===== config.mk =====
export PLATFORM = sky130hd
export DESIGN_NAME = vrptw_route_cost_evaluator_flat
export DESIGN_NICKNAME = d
export VERILOG_FILES = /design/src/vrce_pkg.sv /design/src/vrce_in_if.sv /design/src/vrce_out_if.sv /design/src/vrptw_route_cost_evaluator.sv /design/src/vrce_route_core.sv /design/src/flat_wrapper.sv
export SDC_FILE = /design/constraint.sdc
export NUM_CORES = 2
export LEC_CHECK = 0
export BUFFER_PORTS_ARGS = -buffer_cell sky130_fd_sc_hd__buf_4
export CORE_MARGIN = 2
export CORE_UTILIZATION = 30
export CTS_CLUSTER_SIZE = 24
export DETAILED_ROUTE_END_ITERATION = 10
export GPL_ROUTABILITY_DRIVEN = 1
export GPL_TIMING_DRIVEN = 0
export SLEW_MARGIN = 20
export SYNTH_ARGS = -nofsm -noshare
export SYNTH_HDL_FRONTEND = slang
export SYNTH_SLANG_ARGS = --single-unit

===== constraint.sdc =====
create_clock -name clk -period 20.3 [get_ports clk]
set_input_delay 0 -clock clk [delete_from_list [all_inputs] [get_ports clk]]
set_output_delay 0 -clock clk [all_outputs]
set_load 0.01 [all_outputs]

===== src/vrce_pkg.sv =====
// ----------------------------------------------------------------------------
// vrce_pkg
// Shared widths, types, register indexes and helpers for the route cost
// evaluator.
// ----------------------------------------------------------------------------
package vrce_pkg;

  // Field and accumulator widths.
  localparam int TIME_BITS   = 20;
  localparam int TOTAL_BITS  = 40;
  localparam int COST_BITS   = TOTAL_BITS + 2;
  localparam int DEMAND_BITS = 16;
  localparam int COUNT_BITS  = 16;
  localparam int CAP_BITS    = 32;
  localparam int CFG_IDX_BITS  = 1;
  localparam int CFG_DATA_BITS = CAP_BITS;

  // Configuration register indexes.
  localparam logic [CFG_IDX_BITS-1:0] CFG_VEHICLE_CAPACITY = 1'b0;
  localparam logic [CFG_IDX_BITS-1:0] CFG_DEPOT_DUE_TIME   = 1'b1;

  typedef logic [TIME_BITS-1:0]   time_t;
  typedef logic [TIME_BITS+1:0]   time_sum_t;
  typedef logic [TOTAL_BITS-1:0]  total_t;
  typedef logic [COUNT_BITS-1:0]  count_t;
  typedef logic [DEMAND_BITS-1:0] demand_t;
  typedef logic [CAP_BITS-1:0]    cap_t;

  // One visit as held in the input stage.
  typedef struct packed {
    demand_t demand;
    time_t   service_time;
    time_t   ready_time;
    time_t   due_time;
    time_t   travel_in;
    time_t   travel_home;
    logic    route_start;
    logic    route_end;
    logic    solution_end;
  } visit_t;

  // Configuration seen by the route core.
  typedef struct packed {
    cap_t  vehicle_capacity;
    time_t depot_due_time;
  } cfg_t;

  // Solution totals handed to the output register.
  typedef struct packed {
    total_t total_distance;
    total_t total_wait;
    total_t total_time_warp;
    total_t total_capacity_excess;
    count_t route_count;
  } totals_t;

  // Add that clamps at all ones of the accumulator width.
  function automatic total_t sat_add(input total_t a, input total_t b);
    logic [TOTAL_BITS:0] s;
    s = {1'b0, a} + {1'b0, b};
    return s[TOTAL_BITS] ? {TOTAL_BITS{1'b1}} : s[TOTAL_BITS-1:0];
  endfunction

endpackage


===== src/vrce_in_if.sv =====
// ----------------------------------------------------------------------------
// vrce_in_if
// Visit channel: one beat carries one client visit in route order.
// ----------------------------------------------------------------------------
interface vrce_in_if import vrce_pkg::*; ();

  logic    valid;
  logic    ready;
  demand_t demand;
  time_t   service_time;
  time_t   ready_time;
  time_t   due_time;
  time_t   travel_in;
  time_t   travel_home;
  logic    route_start;
  logic    route_end;
  logic    solution_end;

  modport source (
    output valid, demand, service_time, ready_time, due_time, travel_in,
           travel_home, route_start, route_end, solution_end,
    input  ready
  );

  modport sink (
    input  valid, demand, service_time, ready_time, due_time, travel_in,
           travel_home, route_start, route_end, solution_end,
    output ready
  );

endinterface


===== src/vrce_out_if.sv =====
// ----------------------------------------------------------------------------
// vrce_out_if
// Result channel: one beat carries the totals of one finished solution.
// ----------------------------------------------------------------------------
interface vrce_out_if import vrce_pkg::*; ();

  logic                 valid;
  logic                 ready;
  total_t               total_distance;
  total_t               total_wait;
  total_t               total_time_warp;
  total_t               total_capacity_excess;
  count_t               route_count;
  logic [COST_BITS-1:0] penalized_cost;
  logic                 feasible;

  modport source (
    output valid, total_distance, total_wait, total_time_warp,
           total_capacity_excess, route_count, penalized_cost, feasible,
    input  ready
  );

  modport sink (
    input  valid, total_distance, total_wait, total_time_warp,
           total_capacity_excess, route_count, penalized_cost, feasible,
    output ready
  );

endinterface


===== src/vrptw_route_cost_evaluator.sv =====
// Flow: a visit beat is registered in the input stage and is evaluated by the
// route core as it leaves that stage; a solution result is then registered in
// the result register. Throughput: one visit per cycle, set by the route core loop, while no visit is stalled.
// A pending result stalls only a following solution-end visit.
// Reset (synchronous, rst_n low) clears all route and solution totals,
// sets vehicle_capacity to zero and depot_due_time to all ones.
// ----------------------------------------------------------------------------
// vrptw_route_cost_evaluator
// Evaluates a time-window routing solution visit by visit and emits the
// totals, penalized cost and feasibility flag at the end of each solution.
// ----------------------------------------------------------------------------
module vrptw_route_cost_evaluator import vrce_pkg::*; (
  input  logic                     clk,
  input  logic                     rst_n,
  input  logic                     cfg_we,
  input  logic [CFG_IDX_BITS-1:0]  cfg_index,
  input  logic [CFG_DATA_BITS-1:0] cfg_wdata,
  vrce_in_if.sink                  in_vis,
  vrce_out_if.source               out_res
);

  // Configuration registers.
  cap_t  vehicle_capacity_r;
  time_t depot_due_time_r;

  always_ff @(posedge clk) begin
    if (!rst_n) begin
      vehicle_capacity_r <= '0;
      depot_due_time_r   <= '1;
    end else if (cfg_we) begin
      case (cfg_index)
        CFG_VEHICLE_CAPACITY: vehicle_capacity_r <= cfg_wdata[CAP_BITS-1:0];
        CFG_DEPOT_DUE_TIME:   depot_due_time_r   <= cfg_wdata[TIME_BITS-1:0];
        default: ;
      endcase
    end
  end

  // Input stage.
  logic    s1_valid_r;
  visit_t  s1_visit_r;
  logic    s1_adv;
  logic    in_fire;
  logic    out_valid_r;
  totals_t out_totals_r;
  totals_t core_totals;
  logic    core_totals_valid;
  cfg_t    cfg;

  // A visit moves on unless it closes a solution and the result slot is full and not being taken.
  assign s1_adv = s1_valid_r
                  && (!s1_visit_r.solution_end || !out_valid_r || out_res.ready);
  assign in_vis.ready = !s1_valid_r || s1_adv;
  assign in_fire      = in_vis.valid && in_vis.ready;

  always_ff @(posedge clk) begin
    if (!rst_n) begin
      s1_valid_r <= 1'b0;
    end else if (in_fire) begin
      s1_valid_r <= 1'b1;
    end else if (s1_adv) begin
      s1_valid_r <= 1'b0;
    end
  end

  always_ff @(posedge clk) begin
    if (in_fire) begin
      s1_visit_r.demand       <= in_vis.demand;
      s1_visit_r.service_time <= in_vis.service_time;
      s1_visit_r.ready_time   <= in_vis.ready_time;
      s1_visit_r.due_time     <= in_vis.due_time;
      s1_visit_r.travel_in    <= in_vis.travel_in;
      s1_visit_r.travel_home  <= in_vis.travel_home;
      s1_visit_r.route_start  <= in_vis.route_start;
      s1_visit_r.route_end    <= in_vis.route_end;
      s1_visit_r.solution_end <= in_vis.solution_end;
    end
  end

  // Route evaluation.
  assign cfg.vehicle_capacity = vehicle_capacity_r;
  assign cfg.depot_due_time   = depot_due_time_r;

  vrce_route_core u_core (
    .clk          (clk),
    .rst_n        (rst_n),
    .step         (s1_adv),
    .visit        (s1_visit_r),
    .cfg          (cfg),
    .totals       (core_totals),
    .totals_valid (core_totals_valid)
  );

  // Result register.
  always_ff @(posedge clk) begin
    if (!rst_n) begin
      out_valid_r <= 1'b0;
    end else if (core_totals_valid) begin
      out_valid_r <= 1'b1;
    end else if (out_res.ready) begin
      out_valid_r <= 1'b0;
    end
  end

  always_ff @(posedge clk) begin
    if (core_totals_valid) begin
      out_totals_r <= core_totals;
    end
  end

  // Cost and feasibility come from the registered totals.
  assign out_res.valid                 = out_valid_r;
  assign out_res.total_distance        = out_totals_r.total_distance;
  assign out_res.total_wait            = out_totals_r.total_wait;
  assign out_res.total_time_warp       = out_totals_r.total_time_warp;
  assign out_res.total_capacity_excess = out_totals_r.total_capacity_excess;
  assign out_res.route_count           = out_totals_r.route_count;
  assign out_res.penalized_cost =
      COST_BITS'(out_totals_r.total_distance)
    + COST_BITS'(out_totals_r.total_capacity_excess)
    + COST_BITS'(out_totals_r.total_time_warp)
    + COST_BITS'(out_totals_r.total_wait);
  assign out_res.feasible = (out_totals_r.total_capacity_excess == '0)
                         && (out_totals_r.total_time_warp == '0);

endmodule


===== src/vrce_route_core.sv =====
// ----------------------------------------------------------------------------
// vrce_route_core
// Per-route and per-solution accumulators. Evaluates one visit per cycle in which step is high:
// arrival time, waiting, time warp, load and, on the last visit of a route,
// the return leg and the fold into the solution totals.
// ----------------------------------------------------------------------------
module vrce_route_core import vrce_pkg::*; (
  input  logic    clk,
  input  logic    rst_n,
  input  logic    step,
  input  visit_t  visit,
  input  cfg_t    cfg,
  output totals_t totals,
  output logic    totals_valid
);

  // Route state.
  total_t route_distance_r, route_distance_nxt;
  total_t route_load_r,     route_load_nxt;
  time_t  clock_time_r,     clock_time_nxt;
  time_t  prev_service_r,   prev_service_nxt;
  total_t route_wait_r,     route_wait_nxt;
  total_t route_warp_r,     route_warp_nxt;

  // Solution state.
  total_t sum_distance_r, sum_distance_nxt;
  total_t sum_wait_r,     sum_wait_nxt;
  total_t sum_warp_r,     sum_warp_nxt;
  total_t sum_excess_r,   sum_excess_nxt;
  count_t routes_seen_r,  routes_seen_nxt;

  // Working values.
  total_t    dist_base, load_base, wait_base, warp_base;
  time_sum_t t_arr, t_home;
  logic      early, late, late_home;
  time_t     t_fin;
  total_t    dist1, load1, wait1, warp1, dist2, warp2;
  total_t    cap_ext;
  total_t    sum_distance_f, sum_wait_f, sum_warp_f, sum_excess_f;
  count_t    routes_f;

  always_comb begin
    // A route start drops whatever route was open.
    dist_base = visit.route_start ? '0 : route_distance_r;
    load_base = visit.route_start ? '0 : route_load_r;
    wait_base = visit.route_start ? '0 : route_wait_r;
    warp_base = visit.route_start ? '0 : route_warp_r;

    // Arrival time; the clock never exceeds the time range, so no clamp.
    if (visit.route_start) begin
      t_arr = time_sum_t'(visit.travel_in);
    end else begin
      t_arr = time_sum_t'(clock_time_r) + time_sum_t'(prev_service_r)
            + time_sum_t'(visit.travel_in);
    end

    dist1 = sat_add(dist_base, total_t'(visit.travel_in));
    load1 = sat_add(load_base, total_t'(visit.demand));

    // Early and late are exclusive; early wins.
    early = t_arr < time_sum_t'(visit.ready_time);
    late  = !early && (t_arr > time_sum_t'(visit.due_time));

    // Waiting before the first client is not counted.
    if (early && !visit.route_start) begin
      wait1 = sat_add(wait_base, total_t'(time_sum_t'(visit.ready_time) - t_arr));
    end else begin
      wait1 = wait_base;
    end

    if (late) begin
      warp1 = sat_add(warp_base, total_t'(t_arr - time_sum_t'(visit.due_time)));
    end else begin
      warp1 = warp_base;
    end

    if (early) begin
      t_fin = visit.ready_time;
    end else if (late) begin
      t_fin = visit.due_time;
    end else begin
      t_fin = t_arr[TIME_BITS-1:0];
    end

    // Return leg to the depot.
    dist2     = sat_add(dist1, total_t'(visit.travel_home));
    t_home    = time_sum_t'(t_fin) + time_sum_t'(visit.service_time)
              + time_sum_t'(visit.travel_home);
    late_home = t_home > time_sum_t'(cfg.depot_due_time);
    if (late_home) begin
      warp2 = sat_add(warp1, total_t'(t_home - time_sum_t'(cfg.depot_due_time)));
    end else begin
      warp2 = warp1;
    end

    // Fold a closed route into the solution totals.
    cap_ext        = total_t'(cfg.vehicle_capacity);
    sum_distance_f = sum_distance_r;
    sum_wait_f     = sum_wait_r;
    sum_warp_f     = sum_warp_r;
    sum_excess_f   = sum_excess_r;
    routes_f       = routes_seen_r;
    if (visit.route_end) begin
      sum_distance_f = sat_add(sum_distance_r, dist2);
      sum_wait_f     = sat_add(sum_wait_r, wait1);
      sum_warp_f     = sat_add(sum_warp_r, warp2);
      if (load1 > cap_ext) begin
        sum_excess_f = sat_add(sum_excess_r, load1 - cap_ext);
      end
      if (routes_seen_r != {COUNT_BITS{1'b1}}) begin
        routes_f = routes_seen_r + count_t'(1);
      end
    end
  end

  // Next state.
  always_comb begin
    route_distance_nxt = route_distance_r;
    route_load_nxt     = route_load_r;
    clock_time_nxt     = clock_time_r;
    prev_service_nxt   = prev_service_r;
    route_wait_nxt     = route_wait_r;
    route_warp_nxt     = route_warp_r;
    sum_distance_nxt   = sum_distance_r;
    sum_wait_nxt       = sum_wait_r;
    sum_warp_nxt       = sum_warp_r;
    sum_excess_nxt     = sum_excess_r;
    routes_seen_nxt    = routes_seen_r;
    if (step) begin
      if (visit.route_end || visit.solution_end) begin
        route_distance_nxt = '0;
        route_load_nxt     = '0;
        clock_time_nxt     = '0;
        prev_service_nxt   = '0;
        route_wait_nxt     = '0;
        route_warp_nxt     = '0;
      end else begin
        route_distance_nxt = dist1;
        route_load_nxt     = load1;
        clock_time_nxt     = t_fin;
        prev_service_nxt   = visit.service_time;
        route_wait_nxt     = wait1;
        route_warp_nxt     = warp1;
      end
      if (visit.solution_end) begin
        sum_distance_nxt = '0;
        sum_wait_nxt     = '0;
        sum_warp_nxt     = '0;
        sum_excess_nxt   = '0;
        routes_seen_nxt  = '0;
      end else begin
        sum_distance_nxt = sum_distance_f;
        sum_wait_nxt     = sum_wait_f;
        sum_warp_nxt     = sum_warp_f;
        sum_excess_nxt   = sum_excess_f;
        routes_seen_nxt  = routes_f;
      end
    end
  end

  // State registers.
  always_ff @(posedge clk) begin
    if (!rst_n) begin
      route_distance_r <= '0;
      route_load_r     <= '0;
      clock_time_r     <= '0;
      prev_service_r   <= '0;
      route_wait_r     <= '0;
      route_warp_r     <= '0;
      sum_distance_r   <= '0;
      sum_wait_r       <= '0;
      sum_warp_r       <= '0;
      sum_excess_r     <= '0;
      routes_seen_r    <= '0;
    end else begin
      route_distance_r <= route_distance_nxt;
      route_load_r     <= route_load_nxt;
      clock_time_r     <= clock_time_nxt;
      prev_service_r   <= prev_service_nxt;
      route_wait_r     <= route_wait_nxt;
      route_warp_r     <= route_warp_nxt;
      sum_distance_r   <= sum_distance_nxt;
      sum_wait_r       <= sum_wait_nxt;
      sum_warp_r       <= sum_warp_nxt;
      sum_excess_r     <= sum_excess_nxt;
      routes_seen_r    <= routes_seen_nxt;
    end
  end

  // Totals including the visit just evaluated.
  assign totals.total_distance        = sum_distance_f;
  assign totals.total_wait            = sum_wait_f;
  assign totals.total_time_warp       = sum_warp_f;
  assign totals.total_capacity_excess = sum_excess_f;
  assign totals.route_count           = routes_f;
  assign totals_valid                 = step && visit.solution_end;

endmodule

===== src/flat_wrapper.sv =====
// flat-port wrapper written by rule: the top's interface ports become plain ports
module vrptw_route_cost_evaluator_flat import vrce_pkg::*;
  (clk, rst_n, cfg_we, cfg_index, cfg_wdata, in_vis_valid, in_vis_demand, in_vis_service_time, in_vis_ready_time, in_vis_due_time, in_vis_travel_in, in_vis_travel_home, in_vis_route_start, in_vis_route_end, in_vis_solution_end, in_vis_ready, out_res_valid, out_res_total_distance, out_res_total_wait, out_res_total_time_warp, out_res_total_capacity_excess, out_res_route_count, out_res_penalized_cost, out_res_feasible, out_res_ready);
  vrce_in_if in_vis_i ();
  vrce_out_if out_res_i ();
  input  logic clk;
  input  logic rst_n;
  input  logic cfg_we;
  input  logic [CFG_IDX_BITS-1:0] cfg_index;
  input  logic [CFG_DATA_BITS-1:0] cfg_wdata;
  input wire logic [$bits(in_vis_i.valid)-1:0] in_vis_valid;
  input wire logic [$bits(in_vis_i.demand)-1:0] in_vis_demand;
  input wire logic [$bits(in_vis_i.service_time)-1:0] in_vis_service_time;
  input wire logic [$bits(in_vis_i.ready_time)-1:0] in_vis_ready_time;
  input wire logic [$bits(in_vis_i.due_time)-1:0] in_vis_due_time;
  input wire logic [$bits(in_vis_i.travel_in)-1:0] in_vis_travel_in;
  input wire logic [$bits(in_vis_i.travel_home)-1:0] in_vis_travel_home;
  input wire logic [$bits(in_vis_i.route_start)-1:0] in_vis_route_start;
  input wire logic [$bits(in_vis_i.route_end)-1:0] in_vis_route_end;
  input wire logic [$bits(in_vis_i.solution_end)-1:0] in_vis_solution_end;
  output wire logic [$bits(in_vis_i.ready)-1:0] in_vis_ready;
  output wire logic [$bits(out_res_i.valid)-1:0] out_res_valid;
  output wire logic [$bits(out_res_i.total_distance)-1:0] out_res_total_distance;
  output wire logic [$bits(out_res_i.total_wait)-1:0] out_res_total_wait;
  output wire logic [$bits(out_res_i.total_time_warp)-1:0] out_res_total_time_warp;
  output wire logic [$bits(out_res_i.total_capacity_excess)-1:0] out_res_total_capacity_excess;
  output wire logic [$bits(out_res_i.route_count)-1:0] out_res_route_count;
  output wire logic [$bits(out_res_i.penalized_cost)-1:0] out_res_penalized_cost;
  output wire logic [$bits(out_res_i.feasible)-1:0] out_res_feasible;
  input wire logic [$bits(out_res_i.ready)-1:0] out_res_ready;
  assign in_vis_i.valid = in_vis_valid;
  assign in_vis_i.demand = in_vis_demand;
  assign in_vis_i.service_time = in_vis_service_time;
  assign in_vis_i.ready_time = in_vis_ready_time;
  assign in_vis_i.due_time = in_vis_due_time;
  assign in_vis_i.travel_in = in_vis_travel_in;
  assign in_vis_i.travel_home = in_vis_travel_home;
  assign in_vis_i.route_start = in_vis_route_start;
  assign in_vis_i.route_end = in_vis_route_end;
  assign in_vis_i.solution_end = in_vis_solution_end;
  assign in_vis_ready = in_vis_i.ready;
  assign out_res_valid = out_res_i.valid;
  assign out_res_total_distance = out_res_i.total_distance;
  assign out_res_total_wait = out_res_i.total_wait;
  assign out_res_total_time_warp = out_res_i.total_time_warp;
  assign out_res_total_capacity_excess = out_res_i.total_capacity_excess;
  assign out_res_route_count = out_res_i.route_count;
  assign out_res_penalized_cost = out_res_i.penalized_cost;
  assign out_res_feasible = out_res_i.feasible;
  assign out_res_i.ready = out_res_ready;
  vrptw_route_cost_evaluator u_core (.clk(clk), .rst_n(rst_n), .cfg_we(cfg_we), .cfg_index(cfg_index), .cfg_wdata(cfg_wdata), .in_vis(in_vis_i), .out_res(out_res_i));
endmodule

==> impl_summary.md <==
Outcome
The flow ran to the end, and the final reports show no timing, DRC or antenna violations.

Drt
The first-pass detailed-route iteration total is 8. For this run, design rule violations remaining after detail routing come to 0. The count of nets left with antenna violations once routing finished came out at 0. The via density per instance is 5.45. Across all layers, the routed design uses 57,500 vias. The final routed wire length divided by cell count is 23.7 µm.

The detailed router finished its first iteration with 5,544 violations. The routed design has 250,000 µm of wire.

Synth
After technology mapping, the gate count stands at 7,054. For this run, asynchronously set or reset flops after synthesis account for 0%. The top flip-flop cell by instance count after synthesis is sky130_fd_sc_hd__dfxtp_1.

The number of different library cells used by synthesis comes to 119. For this run, the number of Yosys warnings is 0. The mapped cell area is 60,200 µm². Yosys mapped a number of flops with a built-in enable equal to 295. The number of nets in the synthesized netlist is 7,856.

Averaged over all synthesized cells, the footprint is 8.54 µm². The synthesis-stage register bit count is 725. Sequential elements use 29.0% of the synthesized area.

Clocking
For the worst-skew pair, the clock arrives at the later sink with an insertion delay of 0.75 ns. The TritonCTS sink count is 725. The H-tree was split into 3 levels. The master cell of the clock root buffer is sky130_fd_sc_hd__clkbuf_16. Clock-pin slew was measured on the worst setup and hold paths at 0.06 ns.

In this run, CTS created clock tree buffers numbering 90. Post-CTS timing repair inserted 0 buffers for setup. TritonCTS built the clock tree. The clock passes through at most 3 buffers.

Layout
The finished cells cover 72,900 µm². The area taken by flip-flops and latches is 17,500 µm². The net count of the finished layout is 8,616. Counting the fill cells in the layout gives 20,300. In the final layout, the multi-input gates occupy 39,800 µm². The fraction of final layout cells with drive strength greater than 1 is 9.67%. The area overhead of the layout relative to synthesis is 20.9%. The core occupancy in the finished layout is 36.5%.

Die
From bottom edge to top edge, the die measures 452 µm. Pin placement for this block handled 378 I/O pins. The core footprint is 200,000 µm².

The area enclosed by the die boundary is 204,000 µm². The die is 452 µm wide. The number of rows created at floorplan is 164. For this configuration, the core starts out at a cell density of 30.2%.

Pwr
The leakage power summed over all cells is 32.3 nW. VDD sags by at most 0.128 mV. For this design the ratio of total power to cell area is 115 nW/µm².

Worst setup path
The highest net fanout along the worst path is 18. The start-to-end type of the worst setup path is flip-flop to flip-flop. The path length in cells of the critical path is 62. For this design, the slowest cell found on the critical path is sky130_fd_sc_hd__clkbuf_1.

The buffer and inverter count on the worst path is 11. The gate family responsible for the most delay along the worst path is compound AO/OA/AOI/OAI gates. On the worst path, the slowest cell contributes a delay of 0.86 ns. STA classifies the critical path endpoint as a flip-flop.

The arrival time at the worst endpoint is 19.61 ns. The number of cells on the worst reg-to-reg path is 62. STA classifies the critical path startpoint as a flip-flop.

The worst endpoint required time is 20.75 ns.

GRT
Global routing consumed, over all layers together, 23.5% of the routing resources. The initial antenna violation count is 9. The maximum number of pins on one net before global-route repair is 28. The global-route wire length before repair is 357,000 µm. Summed over all layers, the global routing overflow is 0. The via count of the first global-routing pass is 53,500.

Job
The number of violations of the max-capacitance limit is 0.

Timing
The hold violation total from the final report is 0. Setup repair after global routing left no endpoint under its margin. In this run the tightest slew margin relative to its limit is 15.8%. After routing, the total negative slack on setup checks comes to 0 ns.

The worst path uses 94.4% of the clock period. Setup violations remaining at the end of the flow were counted as 0. Between clock sinks in the finished design, the worst skew comes to 0.0384 ns. At the pin with the least slew margin, the transition time is 1.26 ns. The highest clock rate is 52.2 MHz.

The final number of max-transition violations is 0. The post-layout minimum cycle time is 19.16 ns. The setup slack of the critical path after layout is 1.14 ns.

Min path
The path class of the tightest hold or removal check is input pin to flip-flop. Counting instances, the worst hold path has a depth of 4.

Placement
The routability congestion estimate from global placement is 0.990. The area after detailed placement is 66,800 µm². Once detailed placement completed, the half-perimeter wirelength came to 203,000 µm.

The number of port buffers is 376. The post-placement setup slack is 1.45 ns.
## cells in the final DEF, fill, tap and decap left out, drive strengths merged, types with 29 or more instances in the layout
cell type	n
a21oi	530
or3	35
a22o	138
inv	506
a21boi	62
a211oi	54
o21a	110
o2bb2ai	35
nor2	531
o31ai	31
o21bai	82
dfxtp	430
a31oi	71
xnor2	326
nor3	103
nand3	131
ha	547
o21ai	387
xor2	192
clkinv	29
fa	98
clkbuf	286
mux2i	45
o211ai	48
nand2b	77
a21o	329
nand2	598
buf	472
nor2b	296
dlygate4sd3	278
and3	56
nor4	45
nand4	58
edfxtp	295
o22a	75
and2	57
a22oi	100
## area by class of cell
| type | instances | area share [%] |
|---|---|---|
| diodes | 3 | 0.0103 |
| plain buffers | 261 | 1.61 |
| clock buffers | 107 | 3.34 |
| clock inverters | 59 | 1.20 |
| inverters | 497 | 2.56 |
| multi-input cells | 5571 | 54.6 |
| flip-flops and latches | 725 | 24.0 |
| well taps | 2656 | 4.56 |
| repair buffers | 668 | 8.14 |
## final timing paths
kind                                        from                            endpoint  slack, ns
hold reg to reg   u_core.u_core.route_warp_r[30]      u_core.u_core.route_warp_r[30]       0.45
hold / removal                     cfg_wdata[18]         u_core.depot_due_time_r[18]       0.09
setup reg to reg            u_core.s1_visit_r[2]  u_core.out_res.total_time_warp[17]       1.14
setup / recovery            u_core.s1_visit_r[2]  u_core.out_res.total_time_warp[17]       1.14
## state kept, by name, summed over array words and instances, names as in the netlist, 32 cells and up
register,cells
u_core.u_core.route_distance_r,40
u_core.s1_visit_r,119
u_core.u_core.route_load_r,40
u_core.out_res.total_time_warp,40
u_core.out_res.total_distance,40
u_core.u_core.sum_warp_r,40
u_core.vehicle_capacity_r,32
u_core.u_core.sum_wait_r,40
u_core.u_core.route_wait_r,40
u_core.out_res.total_capacity_excess,40
u_core.out_res.total_wait,40
u_core.u_core.route_warp_r,40
u_core.u_core.sum_excess_r,40
u_core.u_core.sum_distance_r,40
## per-stage QoR
stage	power, mW	hold WS, ns	instances
2_1_floorplan	4.87	0.0989	7054
3_3_place_gp	6.35	0.179	10100
3_5_place_dp	6.40	0.179	10100
4_1_cts	8.30	0.0254	10500
5_1_grt	8.84	0.0848	10500
6_report	8.40	0.0871	10500
## power breakdown
part	total [mW]	internal, mW	switching [mW]	leakage, nW
logic	4.89	1.82	3.07	24.4
registers	1.69	1.60	0.0865	6.30
clock network	1.82	1.09	0.731	1.61
total	8.40	4.52	3.89	32.3
## per-layer routing
| metal | global-route usage [%] | vias up | part of all wire (%) | wire (µm) |
|---|---|---|---|---|
| met4 | 11.4 | 2 | 5.4 | 13500 |
| li1 | - | 27100 | - | - |
| met2 | 35.9 | 2380 | 43 | 107000 |
| met1 | 32.4 | 27700 | 44 | 111000 |
| met3 | 3.07 | 381 | 7.2 | 18100 |
| met5 | 0 | - | 0.0080 | 20 |
## kinds of logic (layout without fill, tap and decap cells)
group / after synthesis / in the layout / synth area share [%]
compound gates: 2286 / 2286 / 26.2
simple gates: 2062 / 2062 / 16.6
xor+xnor: 518 / 518 / 7.53
mux: 60 / 60 / 1.03
other cells: 0 / 3 / 0
flops: 725 / 725 / 29.0
buf+inv: 758 / 1592 / 5.02
fa+ha+maj: 645 / 645 / 14.6
## synthesized netlist by cell type, types with 98 or more instances
cell type / count / area (µm²)
sky130_fd_sc_hd__nand2_1: 596 / 2240
sky130_fd_sc_hd__ha_1: 547 / 6840
sky130_fd_sc_hd__xnor2_1: 326 / 2860
sky130_fd_sc_hd__a21oi_1: 526 / 2630
sky130_fd_sc_hd__dfxtp_1: 430 / 8610
sky130_fd_sc_hd__nor2b_1: 296 / 1850
sky130_fd_sc_hd__o21a_1: 110 / 826
sky130_fd_sc_hd__nor2_1: 529 / 1990
sky130_fd_sc_hd__a21o_1: 329 / 2470
sky130_fd_sc_hd__a22o_1: 138 / 1210
sky130_fd_sc_hd__clkbuf_1: 179 / 672
sky130_fd_sc_hd__o21ai_0: 356 / 1780
sky130_fd_sc_hd__inv_1: 495 / 1860
sky130_fd_sc_hd__fa_1: 98 / 1960
sky130_fd_sc_hd__edfxtp_1: 295 / 8860
sky130_fd_sc_hd__xor2_1: 192 / 1680
sky130_fd_sc_hd__nand3_1: 130 / 651
sky130_fd_sc_hd__a22oi_1: 100 / 751
sky130_fd_sc_hd__nor3_1: 98 / 490
## what timing repair did
action	4_1_cts	5_1_grt
resized for setup	0	0
hold buffers	278	0
hold endpoints to repair	225	0
## worst reg2reg max path, delay by kind of cell, from the launching register on
family	cells	cell delay (ns)
xor gates and xnor gates	1	0.41
AOI/OAI and AO/OA	33	8.17
DFF	1	0.56
and+or+nand+nor	10	2.74
buffers and inverters	11	4.33
adders and majority gates	7	2.65
(Power assumes the default switching activity.)
